`config.mk`:
```
export PLATFORM = sky130hd
export DESIGN_NAME = cylinder_sphere_overlap_test_core
export DESIGN_NICKNAME = d
export VERILOG_FILES = /design/src/rtl/csot_pkg.sv /design/src/rtl/csot_prep.sv /design/src/rtl/csot_square.sv /design/src/rtl/csot_sum.sv /design/src/rtl/csot_decide.sv /design/src/rtl/cylinder_sphere_overlap_test_core.sv
export SDC_FILE = /design/constraint.sdc
export NUM_CORES = 2
export LEC_CHECK = 0
export BUFFER_PORTS_ARGS = -buffer_cell sky130_fd_sc_hd__buf_4
export CORE_ASPECT_RATIO = 1.2
export CORE_MARGIN = 2
export CORE_UTILIZATION = 24
export DETAILED_ROUTE_END_ITERATION = 12
export PLACE_DENSITY = 0.45
export SLEW_MARGIN = 10
export SYNTH_ARGS = -nofsm -noshare
export SYNTH_HDL_FRONTEND = slang
export SYNTH_SLANG_ARGS = --single-unit
```
`constraint.sdc`:
```
create_clock -name clk -period 11.55 [get_ports clk]
set_input_delay 2.31 -clock clk [delete_from_list [all_inputs] [get_ports clk]]
set_output_delay 2.31 -clock clk [all_outputs]
set_load 0.02 [all_outputs]
```
`src/rtl/csot_pkg.sv`:
```
// shared types and constants for the cylinder / sphere overlap test
// no dependencies
`timescale 1ns / 1ps

package csot_pkg;

    localparam int COORD_WIDTH_DEF = 16;

    typedef enum logic [1:0] {
        KIND_ORDINARY = 2'd0,
        KIND_INTERNAL = 2'd1,
        KIND_EXTERNAL = 2'd2
    } kind_t;

    // per-pair decisions that ride along with the arithmetic
    typedef struct packed {
        logic ring;     // internal / external boundary pair
        logic rin_le;   // inner radius not above outer radius
        logic a_cyl;    // first body has height
        logic b_cyl;    // second body has height
        logic span_ok;  // vertical rule met, valid from the square stage on
    } ctrl_t;

endpackage

```
`src/rtl/csot_prep.sv`:
```
// stage 1: kind decode, coordinate differences and vertical span ends
// depends on csot_pkg
`timescale 1ns / 1ps

module csot_prep
    import csot_pkg::*;
#(
    parameter int COORD_WIDTH = COORD_WIDTH_DEF
)
(
    input  logic                          clk,
    input  logic                          rst_n,
    input  logic                          en,
    input  logic                          in_valid,
    input  logic [1:0]                    a_kind,
    input  logic signed [COORD_WIDTH-1:0] a_x,
    input  logic signed [COORD_WIDTH-1:0] a_y,
    input  logic signed [COORD_WIDTH-1:0] a_z,
    input  logic [COORD_WIDTH-2:0]        a_radius,
    input  logic [COORD_WIDTH-2:0]        a_height,
    input  logic [1:0]                    b_kind,
    input  logic signed [COORD_WIDTH-1:0] b_x,
    input  logic signed [COORD_WIDTH-1:0] b_y,
    input  logic signed [COORD_WIDTH-1:0] b_z,
    input  logic [COORD_WIDTH-2:0]        b_radius,
    input  logic [COORD_WIDTH-2:0]        b_height,
    output logic                          out_valid,
    output ctrl_t                         ctrl,
    output logic signed [COORD_WIDTH:0]   dx,
    output logic signed [COORD_WIDTH:0]   dy,
    output logic signed [COORD_WIDTH:0]   dz,
    output logic [COORD_WIDTH-1:0]        rs,
    output logic [COORD_WIDTH-2:0]        rd,
    output logic signed [COORD_WIDTH:0]   ya0,
    output logic signed [COORD_WIDTH:0]   ya1,
    output logic signed [COORD_WIDTH:0]   ya_lo,
    output logic signed [COORD_WIDTH:0]   ya_hi,
    output logic signed [COORD_WIDTH:0]   yb0,
    output logic signed [COORD_WIDTH:0]   yb1,
    output logic signed [COORD_WIDTH:0]   yb_lo,
    output logic signed [COORD_WIDTH:0]   yb_hi
);

    localparam int W = COORD_WIDTH;

    logic                 valid_reg;
    ctrl_t                ctrl_reg, ctrl_next;
    logic signed [W:0]    dx_reg, dy_reg, dz_reg;
    logic signed [W:0]    dx_next, dy_next, dz_next;
    logic [W-1:0]         rs_reg, rs_next;
    logic [W-2:0]         rd_reg, rd_next;
    logic signed [W:0]    ya0_reg, ya1_reg, ya_lo_reg, ya_hi_reg;
    logic signed [W:0]    yb0_reg, yb1_reg, yb_lo_reg, yb_hi_reg;
    logic signed [W:0]    ya0_next, ya1_next, ya_lo_next, ya_hi_next;
    logic signed [W:0]    yb0_next, yb1_next, yb_lo_next, yb_hi_next;
    logic signed [W:0]    ar_s, ah_s, br_s, bh_s;
    logic [W-2:0]         rin, rext;
    logic                 a_int;

    always_comb
    begin
        a_int = (a_kind == KIND_INTERNAL);
        ctrl_next.ring = (a_int && (b_kind == KIND_EXTERNAL)) ||
                         ((a_kind == KIND_EXTERNAL) && (b_kind == KIND_INTERNAL));
        rin  = a_int ? a_radius : b_radius;
        rext = a_int ? b_radius : a_radius;
        ctrl_next.rin_le  = (rin <= rext);
        ctrl_next.a_cyl   = (a_height != '0);
        ctrl_next.b_cyl   = (b_height != '0);
        ctrl_next.span_ok = 1'b0;
        // only meaningful when rin is above rext
        rd_next = rin - rext;
        rs_next = {1'b0, a_radius} + {1'b0, b_radius};

        ar_s = $signed({2'b00, a_radius});
        ah_s = $signed({2'b00, a_height});
        br_s = $signed({2'b00, b_radius});
        bh_s = $signed({2'b00, b_height});

        dx_next = $signed({a_x[W-1], a_x}) - $signed({b_x[W-1], b_x});
        dy_next = $signed({a_y[W-1], a_y}) - $signed({b_y[W-1], b_y});
        dz_next = $signed({a_z[W-1], a_z}) - $signed({b_z[W-1], b_z});

        ya0_next   = $signed({a_y[W-1], a_y});
        ya1_next   = ya0_next + ah_s;
        ya_lo_next = ya0_next - ar_s;
        ya_hi_next = ya0_next + ar_s;
        yb0_next   = $signed({b_y[W-1], b_y});
        yb1_next   = yb0_next + bh_s;
        yb_lo_next = yb0_next - br_s;
        yb_hi_next = yb0_next + br_s;
    end

    always_ff @(posedge clk or negedge rst_n)
    begin
        if (!rst_n)
        begin
            valid_reg <= 1'b0;
        end
        else if (en)
        begin
            valid_reg <= in_valid;
        end
    end

    always_ff @(posedge clk)
    begin
        if (en)
        begin
            ctrl_reg  <= ctrl_next;
            dx_reg    <= dx_next;
            dy_reg    <= dy_next;
            dz_reg    <= dz_next;
            rs_reg    <= rs_next;
            rd_reg    <= rd_next;
            ya0_reg   <= ya0_next;
            ya1_reg   <= ya1_next;
            ya_lo_reg <= ya_lo_next;
            ya_hi_reg <= ya_hi_next;
            yb0_reg   <= yb0_next;
            yb1_reg   <= yb1_next;
            yb_lo_reg <= yb_lo_next;
            yb_hi_reg <= yb_hi_next;
        end
    end

    assign out_valid = valid_reg;
    assign ctrl      = ctrl_reg;
    assign dx        = dx_reg;
    assign dy        = dy_reg;
    assign dz        = dz_reg;
    assign rs        = rs_reg;
    assign rd        = rd_reg;
    assign ya0       = ya0_reg;
    assign ya1       = ya1_reg;
    assign ya_lo     = ya_lo_reg;
    assign ya_hi     = ya_hi_reg;
    assign yb0       = yb0_reg;
    assign yb1       = yb1_reg;
    assign yb_lo     = yb_lo_reg;
    assign yb_hi     = yb_hi_reg;

endmodule

```
`src/rtl/csot_square.sv`:
```
// stage 2: squares of the differences and radii, vertical span rule
// depends on csot_pkg
`timescale 1ns / 1ps

module csot_square
    import csot_pkg::*;
#(
    parameter int COORD_WIDTH = COORD_WIDTH_DEF
)
(
    input  logic                          clk,
    input  logic                          rst_n,
    input  logic                          en,
    input  logic                          in_valid,
    input  ctrl_t                         in_ctrl,
    input  logic signed [COORD_WIDTH:0]   dx,
    input  logic signed [COORD_WIDTH:0]   dy,
    input  logic signed [COORD_WIDTH:0]   dz,
    input  logic [COORD_WIDTH-1:0]        rs,
    input  logic [COORD_WIDTH-2:0]        rd,
    input  logic signed [COORD_WIDTH:0]   ya0,
    input  logic signed [COORD_WIDTH:0]   ya1,
    input  logic signed [COORD_WIDTH:0]   ya_lo,
    input  logic signed [COORD_WIDTH:0]   ya_hi,
    input  logic signed [COORD_WIDTH:0]   yb0,
    input  logic signed [COORD_WIDTH:0]   yb1,
    input  logic signed [COORD_WIDTH:0]   yb_lo,
    input  logic signed [COORD_WIDTH:0]   yb_hi,
    output logic                          out_valid,
    output ctrl_t                         ctrl,
    output logic [2*COORD_WIDTH:0]        dx2,
    output logic [2*COORD_WIDTH:0]        dy2,
    output logic [2*COORD_WIDTH:0]        dz2,
    output logic [2*COORD_WIDTH-1:0]      rs2,
    output logic [2*COORD_WIDTH-3:0]      rd2
);

    localparam int W = COORD_WIDTH;

    logic                    valid_reg;
    ctrl_t                   ctrl_reg, ctrl_next;
    logic signed [2*W+1:0]   px, py, pz;
    logic [2*W:0]            dx2_reg, dy2_reg, dz2_reg;
    logic [2*W-1:0]          rs2_reg, rs2_next;
    logic [2*W-3:0]          rd2_reg, rd2_next;
    logic                    span_cs, span_sc, span_cc, span_ring;

    always_comb
    begin
        px = dx * dx;
        py = dy * dy;
        pz = dz * dz;
        rs2_next = rs * rs;
        rd2_next = rd * rd;

        span_cs   = (ya0 <= yb_hi) && (ya1 >= yb_lo);
        span_sc   = (ya_lo <= yb1) && (ya_hi >= yb0);
        // two cylinders that only touch do not hit
        span_cc   = (ya0 < yb1) && (ya1 > yb0);
        span_ring = (ya0 <= yb1) && (ya1 >= yb0);

        ctrl_next = in_ctrl;
        if (in_ctrl.ring)
        begin
            ctrl_next.span_ok = span_ring;
        end
        else if (in_ctrl.a_cyl && !in_ctrl.b_cyl)
        begin
            ctrl_next.span_ok = span_cs;
        end
        else if (!in_ctrl.a_cyl && in_ctrl.b_cyl)
        begin
            ctrl_next.span_ok = span_sc;
        end
        else
        begin
            ctrl_next.span_ok = span_cc;
        end
    end

    always_ff @(posedge clk or negedge rst_n)
    begin
        if (!rst_n)
        begin
            valid_reg <= 1'b0;
        end
        else if (en)
        begin
            valid_reg <= in_valid;
        end
    end

    always_ff @(posedge clk)
    begin
        if (en)
        begin
            ctrl_reg <= ctrl_next;
            dx2_reg  <= px[2*W:0];
            dy2_reg  <= py[2*W:0];
            dz2_reg  <= pz[2*W:0];
            rs2_reg  <= rs2_next;
            rd2_reg  <= rd2_next;
        end
    end

    assign out_valid = valid_reg;
    assign ctrl      = ctrl_reg;
    assign dx2       = dx2_reg;
    assign dy2       = dy2_reg;
    assign dz2       = dz2_reg;
    assign rs2       = rs2_reg;
    assign rd2       = rd2_reg;

endmodule

```
`src/rtl/csot_sum.sv`:
```
// stage 3: horizontal and full distance sums
// depends on csot_pkg
`timescale 1ns / 1ps

module csot_sum
    import csot_pkg::*;
#(
    parameter int COORD_WIDTH = COORD_WIDTH_DEF
)
(
    input  logic                          clk,
    input  logic                          rst_n,
    input  logic                          en,
    input  logic                          in_valid,
    input  ctrl_t                         in_ctrl,
    input  logic [2*COORD_WIDTH:0]        dx2,
    input  logic [2*COORD_WIDTH:0]        dy2,
    input  logic [2*COORD_WIDTH:0]        dz2,
    input  logic [2*COORD_WIDTH-1:0]      in_rs2,
    input  logic [2*COORD_WIDTH-3:0]      in_rd2,
    output logic                          out_valid,
    output ctrl_t                         ctrl,
    output logic [2*COORD_WIDTH+1:0]      d2,
    output logic [2*COORD_WIDTH+1:0]      d3,
    output logic [2*COORD_WIDTH-1:0]      rs2,
    output logic [2*COORD_WIDTH-3:0]      rd2
);

    localparam int W = COORD_WIDTH;

    logic               valid_reg;
    ctrl_t              ctrl_reg;
    logic [2*W+1:0]     d2_reg, d2_next;
    logic [2*W+1:0]     d3_reg, d3_next;
    logic [2*W-1:0]     rs2_reg;
    logic [2*W-3:0]     rd2_reg;

    always_comb
    begin
        d2_next = {1'b0, dx2} + {1'b0, dz2};
        // three squares still fit, each is at most 2^(2W)
        d3_next = {1'b0, dx2} + {1'b0, dz2} + {1'b0, dy2};
    end

    always_ff @(posedge clk or negedge rst_n)
    begin
        if (!rst_n)
        begin
            valid_reg <= 1'b0;
        end
        else if (en)
        begin
            valid_reg <= in_valid;
        end
    end

    always_ff @(posedge clk)
    begin
        if (en)
        begin
            ctrl_reg <= in_ctrl;
            d2_reg   <= d2_next;
            d3_reg   <= d3_next;
            rs2_reg  <= in_rs2;
            rd2_reg  <= in_rd2;
        end
    end

    assign out_valid = valid_reg;
    assign ctrl      = ctrl_reg;
    assign d2        = d2_reg;
    assign d3        = d3_reg;
    assign rs2       = rs2_reg;
    assign rd2       = rd2_reg;

endmodule

```
`src/rtl/csot_decide.sv`:
```
// stage 4: distance compares and final hit, doubles as the output register
// depends on csot_pkg
`timescale 1ns / 1ps

module csot_decide
    import csot_pkg::*;
#(
    parameter int COORD_WIDTH = COORD_WIDTH_DEF
)
(
    input  logic                          clk,
    input  logic                          rst_n,
    input  logic                          en,
    input  logic                          in_valid,
    input  ctrl_t                         in_ctrl,
    input  logic [2*COORD_WIDTH+1:0]      d2,
    input  logic [2*COORD_WIDTH+1:0]      d3,
    input  logic [2*COORD_WIDTH-1:0]      rs2,
    input  logic [2*COORD_WIDTH-3:0]      rd2,
    output logic                          out_valid,
    output logic                          hit
);

    localparam int W = COORD_WIDTH;

    logic           valid_reg;
    logic           hit_reg, hit_next;
    logic [2*W+1:0] rs2_ext, rd2_ext;
    logic           near, ring_ok;

    always_comb
    begin
        rs2_ext = {2'b00, rs2};
        rd2_ext = {4'b0000, rd2};
        near    = (d2 <= rs2_ext);
        ring_ok = in_ctrl.rin_le || (rd2_ext <= d2);
        if (in_ctrl.ring)
        begin
            hit_next = ring_ok && in_ctrl.span_ok;
        end
        else if (!in_ctrl.a_cyl && !in_ctrl.b_cyl)
        begin
            hit_next = near && (d3 <= rs2_ext);
        end
        else
        begin
            hit_next = near && in_ctrl.span_ok;
        end
    end

    always_ff @(posedge clk or negedge rst_n)
    begin
        if (!rst_n)
        begin
            valid_reg <= 1'b0;
        end
        else if (en)
        begin
            valid_reg <= in_valid;
        end
    end

    always_ff @(posedge clk)
    begin
        if (en)
        begin
            hit_reg <= hit_next;
        end
    end

    assign out_valid = valid_reg;
    assign hit       = hit_reg;

endmodule

```
`src/rtl/cylinder_sphere_overlap_test_core.sv`:
```
// cylinder / sphere overlap test, four register stages, one pair per clock when not stalled
// an accepted word passes the prep, square, sum and decide registers to the result word
// throughput: one word per cycle if not stalled; squaring multipliers set the clock
// a stalled result holds the pipe only as far back as it has to, bubbles close up
// reset: asynchronous, active low, clears every stage valid bit
`timescale 1ns / 1ps

module cylinder_sphere_overlap_test_core
    import csot_pkg::*;
#(
    parameter int COORD_WIDTH = COORD_WIDTH_DEF
)
(
    input  logic                          clk,
    input  logic                          rst_n,
    input  logic                          valid,
    output logic                          stall,
    input  logic [1:0]                    a_kind,
    input  logic signed [COORD_WIDTH-1:0] a_x,
    input  logic signed [COORD_WIDTH-1:0] a_y,
    input  logic signed [COORD_WIDTH-1:0] a_z,
    input  logic [COORD_WIDTH-2:0]        a_radius,
    input  logic [COORD_WIDTH-2:0]        a_height,
    input  logic [1:0]                    b_kind,
    input  logic signed [COORD_WIDTH-1:0] b_x,
    input  logic signed [COORD_WIDTH-1:0] b_y,
    input  logic signed [COORD_WIDTH-1:0] b_z,
    input  logic [COORD_WIDTH-2:0]        b_radius,
    input  logic [COORD_WIDTH-2:0]        b_height,
    output logic                          res_valid,
    input  logic                          res_stall,
    output logic                          hit
);

    localparam int W = COORD_WIDTH;

    logic               en1, en2, en3, en4;
    logic               v1, v2, v3;
    ctrl_t              c1, c2, c3;
    logic signed [W:0]  dx, dy, dz;
    logic [W-1:0]       rs;
    logic [W-2:0]       rd;
    logic signed [W:0]  ya0, ya1, ya_lo, ya_hi, yb0, yb1, yb_lo, yb_hi;
    logic [2*W:0]       dx2, dy2, dz2;
    logic [2*W-1:0]     rs2_s2, rs2_s3;
    logic [2*W-3:0]     rd2_s2, rd2_s3;
    logic [2*W+1:0]     d2, d3;

    // a stage moves when it is empty or the one after it moves
    assign en4   = !res_valid || !res_stall;
    assign en3   = !v3 || en4;
    assign en2   = !v2 || en3;
    assign en1   = !v1 || en2;
    assign stall = !en1;

    csot_prep #(.COORD_WIDTH(W)) u_prep (
        .clk      (clk),
        .rst_n    (rst_n),
        .en       (en1),
        .in_valid (valid),
        .a_kind   (a_kind),
        .a_x      (a_x),
        .a_y      (a_y),
        .a_z      (a_z),
        .a_radius (a_radius),
        .a_height (a_height),
        .b_kind   (b_kind),
        .b_x      (b_x),
        .b_y      (b_y),
        .b_z      (b_z),
        .b_radius (b_radius),
        .b_height (b_height),
        .out_valid(v1),
        .ctrl     (c1),
        .dx       (dx),
        .dy       (dy),
        .dz       (dz),
        .rs       (rs),
        .rd       (rd),
        .ya0      (ya0),
        .ya1      (ya1),
        .ya_lo    (ya_lo),
        .ya_hi    (ya_hi),
        .yb0      (yb0),
        .yb1      (yb1),
        .yb_lo    (yb_lo),
        .yb_hi    (yb_hi)
    );

    csot_square #(.COORD_WIDTH(W)) u_square (
        .clk      (clk),
        .rst_n    (rst_n),
        .en       (en2),
        .in_valid (v1),
        .in_ctrl  (c1),
        .dx       (dx),
        .dy       (dy),
        .dz       (dz),
        .rs       (rs),
        .rd       (rd),
        .ya0      (ya0),
        .ya1      (ya1),
        .ya_lo    (ya_lo),
        .ya_hi    (ya_hi),
        .yb0      (yb0),
        .yb1      (yb1),
        .yb_lo    (yb_lo),
        .yb_hi    (yb_hi),
        .out_valid(v2),
        .ctrl     (c2),
        .dx2      (dx2),
        .dy2      (dy2),
        .dz2      (dz2),
        .rs2      (rs2_s2),
        .rd2      (rd2_s2)
    );

    csot_sum #(.COORD_WIDTH(W)) u_sum (
        .clk      (clk),
        .rst_n    (rst_n),
        .en       (en3),
        .in_valid (v2),
        .in_ctrl  (c2),
        .dx2      (dx2),
        .dy2      (dy2),
        .dz2      (dz2),
        .in_rs2   (rs2_s2),
        .in_rd2   (rd2_s2),
        .out_valid(v3),
        .ctrl     (c3),
        .d2       (d2),
        .d3       (d3),
        .rs2      (rs2_s3),
        .rd2      (rd2_s3)
    );

    csot_decide #(.COORD_WIDTH(W)) u_decide (
        .clk      (clk),
        .rst_n    (rst_n),
        .en       (en4),
        .in_valid (v3),
        .in_ctrl  (c3),
        .d2       (d2),
        .d3       (d3),
        .rs2      (rs2_s3),
        .rd2      (rd2_s3),
        .out_valid(res_valid),
        .hit      (hit)
    );

endmodule

```
==> out/qor.yml <==
sta:
  finalSetupViolations: 0
  finalMaxSlewViolations: 0
  clock_skew_ns: 0.0973
  fmaxAchievable_mhz: 135
  setup_tns_ns: 0
  finalHoldViolCount: 0
  fin_crit_sh_pct: 64.4
  worst_slew_pin_slew_ns: 1.25
  relSlewSlack_pct: 15.8
  rsz0062_at_grt: "false"
  final.min_clock_period_ns: 7.43
global_route:
  track_usage_pct: 12.9
  antenna_found_initial: 12
  grt-ovfl-total: 0
  grt_max_degree: 154
  grt_pass1_vias: 53600
  grt_pass1_wl_mm: 306
critical_path:
  crit_chain: "and2_1 -> inv_1 -> fa_1 -> inv_1 -> fa_1 -> inv_1 -> fa_1 -> inv_1 -> fa_1 -> fa_1 -> inv_1 -> fa_1 -> inv_1 -> ha_1 -> and3_1 -> a21boi_0 -> a211oi_1 -> o31ai_1 -> a41oi_1 -> o21ai_1 -> nor4_1 -> nor2_1 -> a41oi_1 -> xnor2_1"
  reg2reg_depth: 24
  startpoint_type: "flop"
  crit_fanout: 19
  end_kind: "flop"
  cp.depth: 24
  arrival_ns: 7.84
  crit_family: "adder cells"
  slowest_stage: "edfxtp_1"
  worstSetupPathType: "flop to flop"
  cpPeakStageDelay_ns: 0.83
  cp.required_ns: 11.95
  timing.critical_path.buf_inv: 6
synth:
  ys.flop_type: "edfxtp_1"
  ys_seq_area_share_pct: 21.3
  yosysWarnings: 0
  syn-cell-area_um2: 72300
  synthCells: 7209
  yosys.cell_types.count: 85
  ys_ff_latch: 514
  ys_async_sr_fraction_pct: 0.778
  synth_edf_count: 510
  synth_nets: 9331
  synth.avg_cell_area_um2: 10.0
die:
  dieArea_um2: 306000
  die_width_um: 505
  die_height_um: 605
  coreArea_um2: 299000
  start_util_pct: 24.1
  row_count: 220
  num_io_pins: 167
clock_network:
  cts_resized: 0
  cts_buffer_depth: 3
  clk_pin_slew_ns: 0.06
  postCtsSetupBuffers: 0
  cts_hold_buf: 0
  clk_latency_ns: 0.75
  cts_tree: "done"
  root_buffer: "clkbuf_16"
  h-tree-depth: 2
  numCtsBuffers: 61
  clock-sinks: 514
detailed_routing:
  vias: 48700
  drc_errors: 0
  ant_nets: 0
  first_iter_violations: 2148
  wl_mm: 195
  vias_per_cell: 4.28
  drt-wirelength-per-cell_um: 17.1
  drt_pass1_iterations: 5
place:
  dpl.hpwl_mm: 163
  gp_congestion: 0.845
  io_buffers: 166
  place_area_um2: 78200
run_status:
  outcome: "completed"
worst_hold_path:
  hp-class: "flop to flop"
  hold_depth: 0
layout:
  fin_nets: 9447
  design_area_um2: 80300
  layout-drive-gt1-share_pct: 4.56
  area_delta_synth_final_pct: 11.0
run:
  drv_cap: 0
-- per-layer routing --
layer  part of all wire, %  routed length, um  global-route usage (%)
met3                   2.8               5530                    1.04
met5                0.0067                 13                       0
met4                   2.9               5700                    3.67
met2                    53             102000                    24.1
met1                    42              81000                    15.6
-- placed cells by master (no fill, tap or decap), types with 18 or more instances in the layout --
cell          n
a211oi_1     39
a21o_1      151
a21oi_1     270
a31oi_1      26
and2_1      250
and3_1       50
buf_4       190
clkbuf_16    61
edfxtp_1    510
fa_1       1094
ha_1        864
inv_1      1763
nand2_1     472
nand2b_1     62
nand3_1      80
nand4_1      44
nor2_1      309
nor2b_1     102
nor3_1       57
nor4_1       21
o21a_1       41
o21ai_0     164
o21bai_1     40
or2_2        18
xnor2_1     303
xor2_1       78
-- cell usage after synthesis (15+ instances only) --
cell	count	area [um^2]
inv_1	1764	6620
fa_1	1094	21900
ha_1	864	10800
edfxtp_1	510	15300
nand2_1	473	1780
nor2_1	309	1160
xnor2_1	303	2650
a21oi_1	270	1350
and2_1	250	1560
o21ai_0	164	821
a21o_1	151	1130
clkbuf_1	133	499
nor2b_1	102	638
nand3_1	81	405
xor2_1	78	683
nand2b_1	62	388
nor3_1	57	285
and3_1	50	313
nand4_1	44	275
o21a_1	41	308
o21bai_1	40	300
a211oi_1	39	293
a31oi_1	26	163
nor4_1	21	131
or2_2	18	113
a21boi_0	16	120
a2111oi_0	15	131
or3_1	15	93.8
-- worst register-to-register path: cells and delay by family, from the launching register on --
family | cells | cell delay (ns)
adder cells (fa/ha/maj) | 7 | 3.25
AO/OA/AOI/OAI | 6 | 1.77
flip-flops | 1 | 0.83
AND/OR/NAND/NOR | 4 | 0.77
buffers and inverters | 6 | 0.35
XOR/XNOR | 1 | 0.15
-- cell families after synthesis --
group,count (synthesis),share of synthesized area [%]
adder cells (fa/ha/maj),1958,45.2
flip-flops,514,21.3
AO/OA/AOI/OAI,930,8.55
multiplexers,7,0.106
AND/OR/NAND/NOR,1517,10.3
buffers and inverters,1902,9.88
XOR/XNOR,381,4.62
-- layout make-up --
type / count / area [um^2]
fillers: 32100 / 219000
multi-input cells: 4793 / 49800
flip-flops and latches: 514 / 15400
inverters: 1764 / 6620
well taps: 3996 / 5000
clock buffers: 69 / 1560
repair buffers: 191 / 1450
clock inverters: 40 / 448
diodes: 4 / 10.0
-- worst paths after layout --
kind                                            start                              to  slack [ns]
setup / recovery               u_prep.dy[4]$_DFFE_PN_      u_square.dy2[30]$_DFFE_PP_        4.12
hold / removal             u_square.rd2[15]$_DFFE_PP_         u_sum.rd2[15]$_DFFE_PP_        0.40
setup reg to reg               u_prep.dy[4]$_DFFE_PN_      u_square.dy2[30]$_DFFE_PP_        4.12
hold reg to reg            u_square.rd2[15]$_DFFE_PP_         u_sum.rd2[15]$_DFFE_PP_        0.40
max in group asynchronous                       rst_n  u_square.out_valid$_DFFE_PN0P_       10.05
min in group asynchronous                       rst_n  u_decide.out_valid$_DFFE_PN0P_        1.40
-- through the flow --
stage	hold slack, ns	cells	setup WS, ns	util, %
final	0.402	11400	4.12	26.8
after global routing	0.421	11400	3.67	26.8
after CTS	0.409	11400	4.08	26.8
after detailed placement	0.405	11300	4.16	26.1
after global placement	0.405	11300	4.20	26.1
after floorplan	0.400	7209	0.127	-
Power is not shown: default switching activity piles up to over one toggle a cycle in this logic, so the estimate is an artifact.
